===== src/rtl/range_scan_stream_decoder_assert.svh =====
// assertion macros shared by the range scan decoder modules
// expects signals clk and rst_n in the module that uses them
`ifndef RANGE_SCAN_STREAM_DECODER_ASSERT_SVH
`define RANGE_SCAN_STREAM_DECODER_ASSERT_SVH

// condition holds at every edge outside reset
`define RSSD_ASSERT_ALWAYS(label, cond, msg) \
    label: assert property (@(posedge clk) disable iff (!rst_n) (cond)) \
        else $error(msg);

// consequent holds in the cycle after the antecedent
`define RSSD_ASSERT_NEXT(label, ante, cons, msg) \
    label: assert property (@(posedge clk) disable iff (!rst_n) (ante) |=> (cons)) \
        else $error(msg);

`endif


===== src/rtl/rssd_pkg.sv =====
// types and constants of the range scan stream decoder
// used by every module of the block, no dependencies
package rssd_pkg;

    localparam int MAX_POINTS  = 1081;
    localparam int QUEUE_DEPTH = 4;
    localparam int QPTR_W      = $clog2(QUEUE_DEPTH);
    localparam int QCNT_W      = $clog2(QUEUE_DEPTH + 1);

    localparam logic [7:0] CH_FEED    = 8'h0A;
    localparam logic [5:0] DIGIT_BIAS = 6'h30;
    localparam logic [2:0] GROUP_LEN  = 3'd6;

    localparam logic KIND_POINT = 1'b0;
    localparam logic KIND_END   = 1'b1;

    localparam logic CFG_HEADER_LINES    = 1'b0;
    localparam logic CFG_EXPECTED_POINTS = 1'b1;

    localparam logic [2:0]  HEADER_LINES_RST    = 3'd3;
    localparam logic [10:0] EXPECTED_POINTS_RST = 11'd641;

    typedef enum logic {
        CMD_DIGIT,
        CMD_END
    } rssd_cmd_kind_t;

    typedef struct packed {
        rssd_cmd_kind_t kind;
        logic [7:0]     char;
    } rssd_cmd_t;

endpackage


===== src/rtl/rssd_front.sv =====
// front end: skips header lines, drops checksum characters, detects end of scan
// depends on rssd_pkg, feeds commands into rssd_queue
module rssd_front
    import rssd_pkg::*;
(
    input  logic       clk,
    input  logic       rst_n,
    input  logic       accept,
    input  logic [7:0] rx_byte,
    input  logic [2:0] header_lines,
    output logic       push,
    output rssd_cmd_t  cmd
);

    logic [2:0] header_count_reg, header_count_next;
    logic [7:0] held_char_reg, held_char_next;
    logic       held_valid_reg, held_valid_next;
    logic       last_was_feed_reg, last_was_feed_next;
    logic       is_feed;
    logic [2:0] header_inc;

    assign is_feed    = (rx_byte == CH_FEED);
    assign header_inc = header_count_reg + 3'd1;

    always_comb
    begin
        header_count_next  = header_count_reg;
        held_char_next     = held_char_reg;
        held_valid_next    = held_valid_reg;
        last_was_feed_next = last_was_feed_reg;
        push               = 1'b0;
        cmd.kind           = CMD_DIGIT;
        cmd.char           = held_char_reg;
        if (accept)
        begin
            priority if (header_count_reg < header_lines)
            begin
                if (is_feed)
                begin
                    header_count_next = header_inc;
                    if (header_inc >= header_lines)
                    begin
                        last_was_feed_next = 1'b1;
                    end
                end
            end
            else if (is_feed)
            begin
                if (last_was_feed_reg)
                begin
                    push               = 1'b1;
                    cmd.kind           = CMD_END;
                    header_count_next  = 3'd0;
                    held_char_next     = 8'd0;
                    held_valid_next    = 1'b0;
                    last_was_feed_next = 1'b0;
                end
                else
                begin
                    held_valid_next    = 1'b0;
                    last_was_feed_next = 1'b1;
                end
            end
            else
            begin
                push               = held_valid_reg;
                held_char_next     = rx_byte;
                held_valid_next    = 1'b1;
                last_was_feed_next = 1'b0;
            end
        end
    end

    always_ff @(posedge clk or negedge rst_n)
    begin
        if (!rst_n)
        begin
            header_count_reg  <= 3'd0;
            held_char_reg     <= 8'd0;
            held_valid_reg    <= 1'b0;
            last_was_feed_reg <= 1'b0;
        end
        else
        begin
            header_count_reg  <= header_count_next;
            held_char_reg     <= held_char_next;
            held_valid_reg    <= held_valid_next;
            last_was_feed_reg <= last_was_feed_next;
        end
    end

endmodule


===== src/rtl/rssd_queue.sv =====
// short command queue between front end and group decoder
// depends on rssd_pkg
`include "range_scan_stream_decoder_assert.svh"
module rssd_queue
    import rssd_pkg::*;
(
    input  logic      clk,
    input  logic      rst_n,
    input  logic      push,
    input  rssd_cmd_t push_cmd,
    output logic      full,
    input  logic      pop,
    output logic      pop_valid,
    output rssd_cmd_t pop_cmd
);

    rssd_cmd_t         entry_reg [QUEUE_DEPTH];
    logic [QPTR_W-1:0] wr_ptr_reg, rd_ptr_reg;
    logic [QCNT_W-1:0] count_reg;
    logic              do_push, do_pop;

    assign full      = (count_reg == QCNT_W'(QUEUE_DEPTH));
    assign pop_valid = (count_reg != '0);
    assign pop_cmd   = entry_reg[rd_ptr_reg];
    assign do_push   = push && !full;
    assign do_pop    = pop && pop_valid;

    always_ff @(posedge clk)
    begin
        if (do_push)
        begin
            entry_reg[wr_ptr_reg] <= push_cmd;
        end
    end

    always_ff @(posedge clk or negedge rst_n)
    begin
        if (!rst_n)
        begin
            wr_ptr_reg <= '0;
            rd_ptr_reg <= '0;
            count_reg  <= '0;
        end
        else
        begin
            if (do_push)
            begin
                wr_ptr_reg <= wr_ptr_reg + QPTR_W'(1);
            end
            if (do_pop)
            begin
                rd_ptr_reg <= rd_ptr_reg + QPTR_W'(1);
            end
            unique case ({do_push, do_pop})
                2'b10:   count_reg <= count_reg + QCNT_W'(1);
                2'b01:   count_reg <= count_reg - QCNT_W'(1);
                default: count_reg <= count_reg;
            endcase
        end
    end

    `RSSD_ASSERT_ALWAYS(a_count_bound, count_reg <= QCNT_W'(QUEUE_DEPTH), "queue count overrun")
    `RSSD_ASSERT_NEXT(a_count_up, do_push && !do_pop, count_reg == $past(count_reg) + QCNT_W'(1), "queue count missed a push")
    `RSSD_ASSERT_NEXT(a_count_down, do_pop && !do_push, count_reg == $past(count_reg) - QCNT_W'(1), "queue count missed a pop")

endmodule


===== src/rtl/rssd_back.sv =====
// group decoder: packs digits into point pairs, counts points, emits the verdict
// depends on rssd_pkg, drains rssd_queue and drives the output register
`include "range_scan_stream_decoder_assert.svh"
module rssd_back
    import rssd_pkg::*;
(
    input  logic         clk,
    input  logic         rst_n,
    input  logic         cmd_valid,
    input  rssd_cmd_t    cmd,
    output logic         cmd_pop,
    input  logic [10:0]  expected_points,
    output logic         out_valid,
    input  logic         out_ready,
    output logic         kind,
    output logic [10:0]  point_index,
    output logic [17:0]  distance,
    output logic [17:0]  strength,
    output logic         scan_ok
);

    logic [2:0]  digit_phase_reg, digit_phase_next;
    logic [35:0] pair_shift_reg, pair_shift_next;
    logic [10:0] points_seen_reg, points_seen_next;
    logic        overflow_reg, overflow_next;

    logic        out_valid_reg, out_valid_next;
    logic        kind_reg, kind_next;
    logic [10:0] point_index_reg, point_index_next;
    logic [17:0] distance_reg, distance_next;
    logic [17:0] strength_reg, strength_next;
    logic        scan_ok_reg, scan_ok_next;

    logic        slot_free;
    logic [5:0]  digit;
    logic [35:0] shifted;
    logic [2:0]  phase_inc;
    logic        room;

    assign slot_free = !out_valid_reg || out_ready;
    assign cmd_pop   = cmd_valid && slot_free;
    assign digit     = cmd.char[5:0] - DIGIT_BIAS;
    assign shifted   = {pair_shift_reg[29:0], digit};
    assign phase_inc = digit_phase_reg + 3'd1;
    assign room      = (points_seen_reg < expected_points)
                    && (points_seen_reg < 11'(MAX_POINTS));

    always_comb
    begin
        digit_phase_next = digit_phase_reg;
        pair_shift_next  = pair_shift_reg;
        points_seen_next = points_seen_reg;
        overflow_next    = overflow_reg;
        out_valid_next   = out_valid_reg && !out_ready;
        kind_next        = kind_reg;
        point_index_next = point_index_reg;
        distance_next    = distance_reg;
        strength_next    = strength_reg;
        scan_ok_next     = scan_ok_reg;
        if (cmd_pop)
        begin
            unique case (cmd.kind)
                CMD_DIGIT:
                begin
                    pair_shift_next = shifted;
                    if (phase_inc == GROUP_LEN)
                    begin
                        digit_phase_next = 3'd0;
                        if (room)
                        begin
                            out_valid_next   = 1'b1;
                            kind_next        = KIND_POINT;
                            point_index_next = points_seen_reg;
                            distance_next    = shifted[35:18];
                            strength_next    = shifted[17:0];
                            scan_ok_next     = 1'b0;
                            points_seen_next = points_seen_reg + 11'd1;
                        end
                        else
                        begin
                            overflow_next = 1'b1;
                        end
                    end
                    else
                    begin
                        digit_phase_next = phase_inc;
                    end
                end
                CMD_END:
                begin
                    out_valid_next   = 1'b1;
                    kind_next        = KIND_END;
                    point_index_next = points_seen_reg;
                    distance_next    = 18'd0;
                    strength_next    = 18'd0;
                    scan_ok_next     = !overflow_reg && (digit_phase_reg == 3'd0)
                                    && (points_seen_reg == expected_points);
                    digit_phase_next = 3'd0;
                    pair_shift_next  = 36'd0;
                    points_seen_next = 11'd0;
                    overflow_next    = 1'b0;
                end
                default:
                begin
                    out_valid_next = out_valid_reg && !out_ready;
                end
            endcase
        end
    end

    always_ff @(posedge clk or negedge rst_n)
    begin
        if (!rst_n)
        begin
            digit_phase_reg <= 3'd0;
            pair_shift_reg  <= 36'd0;
            points_seen_reg <= 11'd0;
            overflow_reg    <= 1'b0;
            out_valid_reg   <= 1'b0;
        end
        else
        begin
            digit_phase_reg <= digit_phase_next;
            pair_shift_reg  <= pair_shift_next;
            points_seen_reg <= points_seen_next;
            overflow_reg    <= overflow_next;
            out_valid_reg   <= out_valid_next;
        end
    end

    always_ff @(posedge clk)
    begin
        kind_reg        <= kind_next;
        point_index_reg <= point_index_next;
        distance_reg    <= distance_next;
        strength_reg    <= strength_next;
        scan_ok_reg     <= scan_ok_next;
    end

    assign out_valid   = out_valid_reg;
    assign kind        = kind_reg;
    assign point_index = point_index_reg;
    assign distance    = distance_reg;
    assign strength    = strength_reg;
    assign scan_ok     = scan_ok_reg;

    `RSSD_ASSERT_ALWAYS(a_phase_bound, digit_phase_reg < GROUP_LEN, "digit phase past group length")
    `RSSD_ASSERT_ALWAYS(a_count_bound, points_seen_reg <= 11'(MAX_POINTS), "point count past maximum")
    `RSSD_ASSERT_NEXT(a_end_emits, cmd_pop && (cmd.kind == CMD_END), out_valid_reg && (kind_reg == KIND_END) && (points_seen_reg == 11'd0), "end request lost")

endmodule


===== src/rtl/range_scan_stream_decoder.sv =====
// range scan stream decoder: turns scanner reply bytes into point pairs
// and an end of scan verdict
// depends on rssd_pkg, rssd_front, rssd_queue, rssd_back
//
// input channel: in_valid/in_ready with rx_byte, one reply character a request
// output channel: out_valid/out_ready with kind, point_index, distance,
//   strength and scan_ok; kind 0 is a point pair, kind 1 the end marker
// config port: cfg_we, cfg_index (0 header_lines, 1 expected_points), cfg_data
// throughput: one byte a cycle while in_ready is high (queue not full)
// path: each digit waits in the front end hold register for the next character,
//   then passes a queue entry and the output register
// a 4-entry request queue parts front end and decoder; when the receiver
//   stalls the queue fills and in_ready drops once it holds four requests
// reset: config returns to 3 header lines and 641 points, scan state clears,
//   queue and output register empty
// after each end marker the next scan starts again with its header
module range_scan_stream_decoder
    import rssd_pkg::*;
(
    input  logic        clk,
    input  logic        rst_n,
    input  logic        in_valid,
    output logic        in_ready,
    input  logic [7:0]  rx_byte,
    output logic        out_valid,
    input  logic        out_ready,
    output logic        kind,
    output logic [10:0] point_index,
    output logic [17:0] distance,
    output logic [17:0] strength,
    output logic        scan_ok,
    input  logic        cfg_we,
    input  logic        cfg_index,
    input  logic [10:0] cfg_data
);

    logic [2:0]  header_lines_reg;
    logic [10:0] expected_points_reg;
    logic        accept;
    logic        push;
    rssd_cmd_t   push_cmd;
    logic        full;
    logic        pop;
    logic        pop_valid;
    rssd_cmd_t   pop_cmd;

    always_ff @(posedge clk or negedge rst_n)
    begin
        if (!rst_n)
        begin
            header_lines_reg    <= HEADER_LINES_RST;
            expected_points_reg <= EXPECTED_POINTS_RST;
        end
        else if (cfg_we)
        begin
            unique case (cfg_index)
                CFG_HEADER_LINES:    header_lines_reg    <= cfg_data[2:0];
                CFG_EXPECTED_POINTS: expected_points_reg <= cfg_data;
                default:             header_lines_reg    <= header_lines_reg;
            endcase
        end
    end

    assign in_ready = !full;
    assign accept   = in_valid && in_ready;

    rssd_front u_front (
        .clk          (clk),
        .rst_n        (rst_n),
        .accept       (accept),
        .rx_byte      (rx_byte),
        .header_lines (header_lines_reg),
        .push         (push),
        .cmd          (push_cmd)
    );

    rssd_queue u_queue (
        .clk       (clk),
        .rst_n     (rst_n),
        .push      (push),
        .push_cmd  (push_cmd),
        .full      (full),
        .pop       (pop),
        .pop_valid (pop_valid),
        .pop_cmd   (pop_cmd)
    );

    rssd_back u_back (
        .clk             (clk),
        .rst_n           (rst_n),
        .cmd_valid       (pop_valid),
        .cmd             (pop_cmd),
        .cmd_pop         (pop),
        .expected_points (expected_points_reg),
        .out_valid       (out_valid),
        .out_ready       (out_ready),
        .kind            (kind),
        .point_index     (point_index),
        .distance        (distance),
        .strength        (strength),
        .scan_ok         (scan_ok)
    );

endmodule

===== config.mk =====
export PLATFORM = sky130hd
export DESIGN_NAME = range_scan_stream_decoder
export DESIGN_NICKNAME = d
export VERILOG_FILES = /design/src/rtl/rssd_pkg.sv /design/src/rtl/rssd_front.sv /design/src/rtl/rssd_queue.sv /design/src/rtl/rssd_back.sv /design/src/rtl/range_scan_stream_decoder.sv
export VERILOG_INCLUDE_DIRS = /design/src /design/src/rtl
export SDC_FILE = /design/constraint.sdc
export NUM_CORES = 1
export LEC_CHECK = 0
export ABC_CLOCK_PERIOD_IN_PS = 3200
export BUFFER_PORTS_ARGS = -buffer_cell sky130_fd_sc_hd__buf_2
export CAP_MARGIN = 20
export CORE_UTILIZATION = 30
export CTS_CLUSTER_DIAMETER = 100
export DETAILED_ROUTE_END_ITERATION = 8
export HOLD_SLACK_MARGIN = 0.05
export PLACE_DENSITY = 0.54
export SYNTH_ARGS = -nofsm -noshare
export SYNTH_HDL_FRONTEND = slang
export SYNTH_HIERARCHICAL = 1
export SYNTH_SLANG_ARGS = --single-unit

===== constraint.sdc =====
create_clock -name clk -period 3.2 [get_ports clk]
set_input_delay 0.8 -clock clk [delete_from_list [all_inputs] [get_ports clk]]
set_output_delay 0.8 -clock clk [all_outputs]
set_load 0.01 [all_outputs]

* Yosys cells after proc, flatten, opt, wreduce, memory -nomap -nowiden
Memory sizes are Yosys's and may differ from the RTL's.
Cells that the tools add are included.
** Cells by class
- Add/sub/neg operators :: 8
- Multipliers :: 0
- Div/mod/pow operators :: 0
- Magnitude comparators :: 4
- Eq/ne operators :: 12
- Shifts and indexed selects :: 0
- Muxes and demuxes :: 48
- Bitwise logic cells :: 3
- Reduce and logical (&&, ||, !) cells :: 25
** Operators with widths (count)
- 18-bit two-way mux :: 4
- 18-bit case mux with 2 select lines :: 2
- 30-bit case mux with 2 select lines :: 1
- 11-bit two-way mux :: 4
- 11-bit case mux with 2 select lines :: 2
- 1-bit two-way mux :: 22
- 8-bit two-way mux :: 2
- 3-bit two-way mux :: 5
- 3-bit AND reduction :: 5
- 3-bit case mux with 2 select lines :: 2
- 11-bit by 1-bit adder with 11-bit output (second input constant) :: 1
- 11-bit == test :: 1
- 11-bit < comparator :: 1
- 11-bit < comparator (second input constant) :: 1
- 3-bit by 1-bit adder with 3-bit output (second input constant) :: 3
- 8-bit by 4-bit == test with 1-bit output (second input constant) :: 1
- 1-bit logical AND :: 8
- 2-bit by 1-bit inequality test with 1-bit output (second input constant) :: 4
- 1-bit case mux with 2 select lines :: 4
- 3-bit == test (second input constant) :: 2
- 2-bit AND reduction :: 3
- 6-bit subtractor (second input constant) :: 1
- 2-bit by 1-bit adder with 2-bit output (second input constant) :: 2
- 1-bit logical NOT :: 4
- other kinds (11) :: 15
** Word-level totals
- Bits in registers :: 129
- Latch bits :: 0
- Bits in writable memories :: 36
- Bits in read-only memories :: 0
- Input bits :: 25
- Output and inout port bits :: 51
- Logic and storage cells :: 120
- Memories kept :: 1
** Memories
- u_queue.entry_reg :: words 4, width 9, rd ports 1, clocked after memory_dff 0, write ports 1, line rssd_queue.sv:17 : rssd_cmd_t entry_reg [QUEUE_DEPTH];

* Longest topological paths before layout
- Depth after elaboration :: 7
- Mapped depth :: 14
- Depth with buffers taken out :: 14

* Modules after synthesis
Netlist, hierarchy kept.
** Modules (own cells, without submodules)
- rssd_back :: instances 1, cells each 303, area an instance 4080.2 um2, seq. area each 2622.5 um2
- rssd_queue :: instances 1, cells each 84, area an instance 1741.7 um2, seq. area each 1256.2 um2
- rssd_front :: instances 1, cells each 65, area an instance 754.5 um2, seq. area each 325.3 um2
- range_scan_stream_decoder :: instances 1, cells each 33, area an instance 539.3 um2, seq. area each 356.6 um2

* Least setup slack after synthesis
OpenSTA, ideal clock, no wires.
- Path type :: input to register
- Start point :: in rx_byte[2]
- End point :: reg u_queue.count_reg[2]
- Setup time :: 0.079 ns
- Arrival :: 2.863 ns
- Data required time :: 3.121 ns
- Path slack :: 0.258 ns
- Stages :: 13
- Buffers on the path :: 1
- Path through :: nor4b_1 -> and2_1 -> buf_6 -> a21boi_4 -> o21a_1 -> nor2b_4 -> inv_1 -> ha_1 -> inv_1 -> fa_1 -> xor2_1 -> nor2_1 -> xor2_1
** Between the ends
- Longest elaborated chain between the ends :: 7
- Elaborated cells on any way between the ends :: 9
- Classes of those cells :: eq/ne (3); mux (4); reduce/logical (2)
** RTL lines
- start, declared :: line range_scan_stream_decoder.sv:24 : input logic [7:0] rx_byte,
- 8-bit by 4-bit == test with 1-bit output * :: line rssd_front.sv:22 : assign is_feed = (rx_byte == CH_FEED);
- 1-bit two-way mux * :: line rssd_front.sv:47 : else if (is_feed)
- 1-bit two-way mux * :: line rssd_front.sv:36 : priority if (header_count_reg < header_lines)
- 1-bit two-way mux * :: line rssd_front.sv:34 : if (accept)
- net push :: line range_scan_stream_decoder.sv:40 : logic push;
- 1-bit logical AND * :: line rssd_queue.sv:25 : assign do_push = push && !full;
- 2-bit by 1-bit == test with 1-bit output / 2-bit == test (equally long branches) :: line rssd_queue.sv:54 : unique case ({do_push, do_pop})
- 3-bit case mux with 2 select lines / 2-bit nonzero test (equally long branches)
- end signal, assigned :: line rssd_queue.sv:55 : 2'b10: count_reg <= count_reg + QCNT_W'(1);
- end signal, assigned :: line rssd_queue.sv:56 : 2'b01: count_reg <= count_reg - QCNT_W'(1);
- end signal, assigned :: line rssd_queue.sv:57 : default: count_reg <= count_reg;
- end, declared :: line rssd_queue.sv:19 : logic [QCNT_W-1:0] count_reg;
Mark *: on every way through the listed nets, which the timed path passes. The rest lies on a longest branch.
A chain may end at the register's enable or synchronous reset.

* Final worst setup path
- Start point :: reg header_lines_reg[1]
- End point :: reg u_queue.count_reg[1]
** Between the ends
- Longest elaborated chain between the ends :: 6
- Elaborated cells on any way between the ends :: 8
- Classes of those cells :: order compare (1); eq/ne (2); mux (3); reduce/logical (2)
** RTL lines
- start, declared :: line range_scan_stream_decoder.sv:37 : logic [2:0] header_lines_reg;
- start signal, assigned :: line range_scan_stream_decoder.sv:57 : CFG_HEADER_LINES: header_lines_reg <= cfg_data[2:0];
- start signal, assigned :: line range_scan_stream_decoder.sv:59 : default: header_lines_reg <= header_lines_reg;
- 3-bit < comparator * :: line rssd_front.sv:36
- 1-bit two-way mux * :: line rssd_front.sv:36
- 1-bit two-way mux * :: line rssd_front.sv:34
- net push :: line range_scan_stream_decoder.sv:40
- 1-bit logical AND * :: line rssd_queue.sv:25
- 2-bit by 1-bit == test with 1-bit output / 2-bit == test (equally long branches) :: line rssd_queue.sv:54
- 3-bit case mux with 2 select lines / 2-bit nonzero test (equally long branches)
Marks and branches as above.

==> impl_metrics.json <==
{
  "root_buffer": "clkbuf_16",
  "firstDrtPassIters": 8,
  "status": "complete, but fails checks",
  "timing.final.crit_share_pct": 86.1,
  "drt.antenna.violating_nets": 0,
  "clock_sinks": 155,
  "start_kind": "flop",
  "synth_warnings": 6,
  "crit_fanout": 7,
  "hpwl_um": 8750,
  "cts_buffers": 17,
  "grt_pass1_vias": 4069,
  "p_int_mw": 5.01,
  "num_rows": 54,
  "r2r-start": "header_lines_reg[1]$_DFFE_PN1P_",
  "max_freq_mhz": 363,
  "reg2reg_slack_ns": 0.45,
  "hp-class": "input pin to async pin",
  "vias_per_cell": 4.60,
  "largest_reg_flops": 30,
  "dp.cells": 827,
  "syn-num-nets": 524,
  "drt_iter0_drc": 259,
  "utilization_pct": 37.0,
  "dieHeight_um": 152,
  "setup-violations-final": 0,
  "num_vias": 3954,
  "drv_slew": 0,
  "fin_cells": 859,
  "slew_headroom_pct": 51.6,
  "worstPathRequired_ns": 3.53,
  "power_switching_mw": 2.45,
  "min_period_ns": 2.75,
  "start_util_pct": 30.7,
  "fin_nets": 619,
  "chipWidth_um": 152,
  "drv_cap": 0,
  "power_frac_comb_pct": 29.5,
  "clock_latency_ns": 0.42,
  "violations": "design-rule violations",
  "area_growth_pct": 20.5,
  "grt_pass1_wl_um": 21300,
  "drive_above_1_share_pct": 33.0,
  "tns_ns": 0,
  "hold_viol_final": 0,
  "fin_ws_ns": 0.446,
  "fin_skew_ns": 0.0109,
  "portBuffers": 75,
  "vdd_ir_drop_max_mv": 0.376,
  "r2r_end": "u_queue/count_reg[1]$_DFFE_PN0P_",
  "drt-total-wl_um": 12600,
  "seqPwrFrac_pct": 44.2,
  "leakagePower_nw": 3.48,
  "worst_slew_pin_slew_ns": 0.726,
  "power.density_mw_per_mm2": 917,
  "synthCells": 471,
  "swShare_pct": 32.8,
  "avgRoutedWirePerCell_um": 14.6,
  "postLayoutCellArea_mm2": 0.00813,
  "critPathKind": "flop to flop",
  "placed_area_mm2": 0.00755,
  "worstPathArrival_ns": 3.09,
  "avgSynthCellArea_um2": 14.3,
  "antennaDiodeCount": 0,
  "r2r_cells": 12,
  "rsz0062_at_grt": "no",
  "drc": 14,
  "antenna_found_initial": 0,
  "pin_count": 76,
  "cts_setup_buffers": 0,
  "cts_htree_levels": 4,
  "clock_path_buffers": 2,
  "grt_max_degree": 79,
  "dp_slack_ns": 0.117,
  "cts_tree": "built",
  "core_mm2": 0.0220,
  "grt.overflow.total": 0,
  "cts_hold_buffers": 0,
  "clockPowerShare_pct": 26.3,
  "grtUsageTotal_pct": 11.9,
  "gp_congestion": 0.759,
  "cp-end-kind": "flop",
  "clk_pin_slew_worst_paths_ns": 0.07,
  "dieArea_mm2": 0.0231,
  "cts.repair.resized": 0,
  "syn_area_mm2": 0.00675
}
worst max path at each step:
stage | startpoint | end | slack (ns)
5_1_grt | header_lines_reg[1]$_DFFE_PN1P_ | u_queue/count_reg[2]$_DFFE_PN0P_ | 0.26
2_1_floorplan | rx_byte[2] | u_queue/count_reg[2]$_DFFE_PN0P_ | 0.28
6_report | header_lines_reg[1]$_DFFE_PN1P_ | u_queue/count_reg[1]$_DFFE_PN0P_ | 0.45
4_1_cts | u_queue/rd_ptr_reg[0]$_DFFE_PN0P_ | u_back/distance[17]$_SDFFCE_PP0P_ | 0.41
3_3_place_gp | rx_byte[2] | u_queue/count_reg[2]$_DFFE_PN0P_ | 0.15
3_5_place_dp | rx_byte[2] | u_queue/count_reg[2]$_DFFE_PN0P_ | 0.12
final cells by class:
class	count	area [um^2]
fillers	2072	13800
clock inverters	14	149
well taps	280	350
multi-input cells	268	2290
clock buffers	18	429
flip-flops and latches	155	4270
repair buffers	88	513
inverters	36	135
placed cells by master (no fill, tap or decap), drive strengths merged, types with 2 or more instances in the layout:
cell,count
nor4,4
nor2b,40
o221ai,4
o31a,2
a21oi,14
edfxtp,77
clkinv,4
nand2,24
buf,88
nand3,12
xor2,3
mux2,49
nor2,9
o2bb2ai,3
o21ai,11
o211ai,2
and2,5
xnor2,6
nor3,7
o31ai,2
nor4b,2
o21a,2
ha,27
inv,45
mux4,7
clkbuf,18
nand4,3
a21boi,2
dfrtp,73
dfstp,5
and3,4
nand3b,3
a21o,4
nand2b,2
worst max-delay path, cell delays in order (launching register included):
cell and delay, ns:
dfstp_2 0.53, inv_1 0.06, ha_1 0.27, nand3b_1 0.11, a21boi_2 0.16, a21boi_4 0.32
o21a_1 0.18, nor2b_4 0.14, inv_1 0.05, ha_1 0.21, inv_1 0.07, fa_1 0.41
mux2i_1 0.16
stage by stage:
| step | hold slack [ns] | total power, mW |
|---|---|---|
| after floorplan | 0.438 | 4.69 |
| after global placement | 0.466 | 5.52 |
| after detailed placement | 0.464 | 5.61 |
| after CTS | 0.390 | 7.60 |
| after global routing | 0.400 | 7.94 |
| final | 0.372 | 7.46 |
per-layer routing:
layer	vias up	share of wire, %	track usage, %
li1	1892	-	-
met1	1954	47	15.4
met2	92	47	18.5
met3	16	4.3	3.48
met4	0	1.8	5.49
met5	-	0	0
power groups by stage:
stage	Combinational, mW	Sequential [mW]	Clock [mW]
finish	2.20	3.30	1.96
global route	2.43	3.38	2.13
CTS	2.26	3.32	2.03
detailed placement	2.26	3.35	0
global placement	2.19	3.33	0
floorplan	1.32	3.37	0
Power figures use the tool's default switching activity.
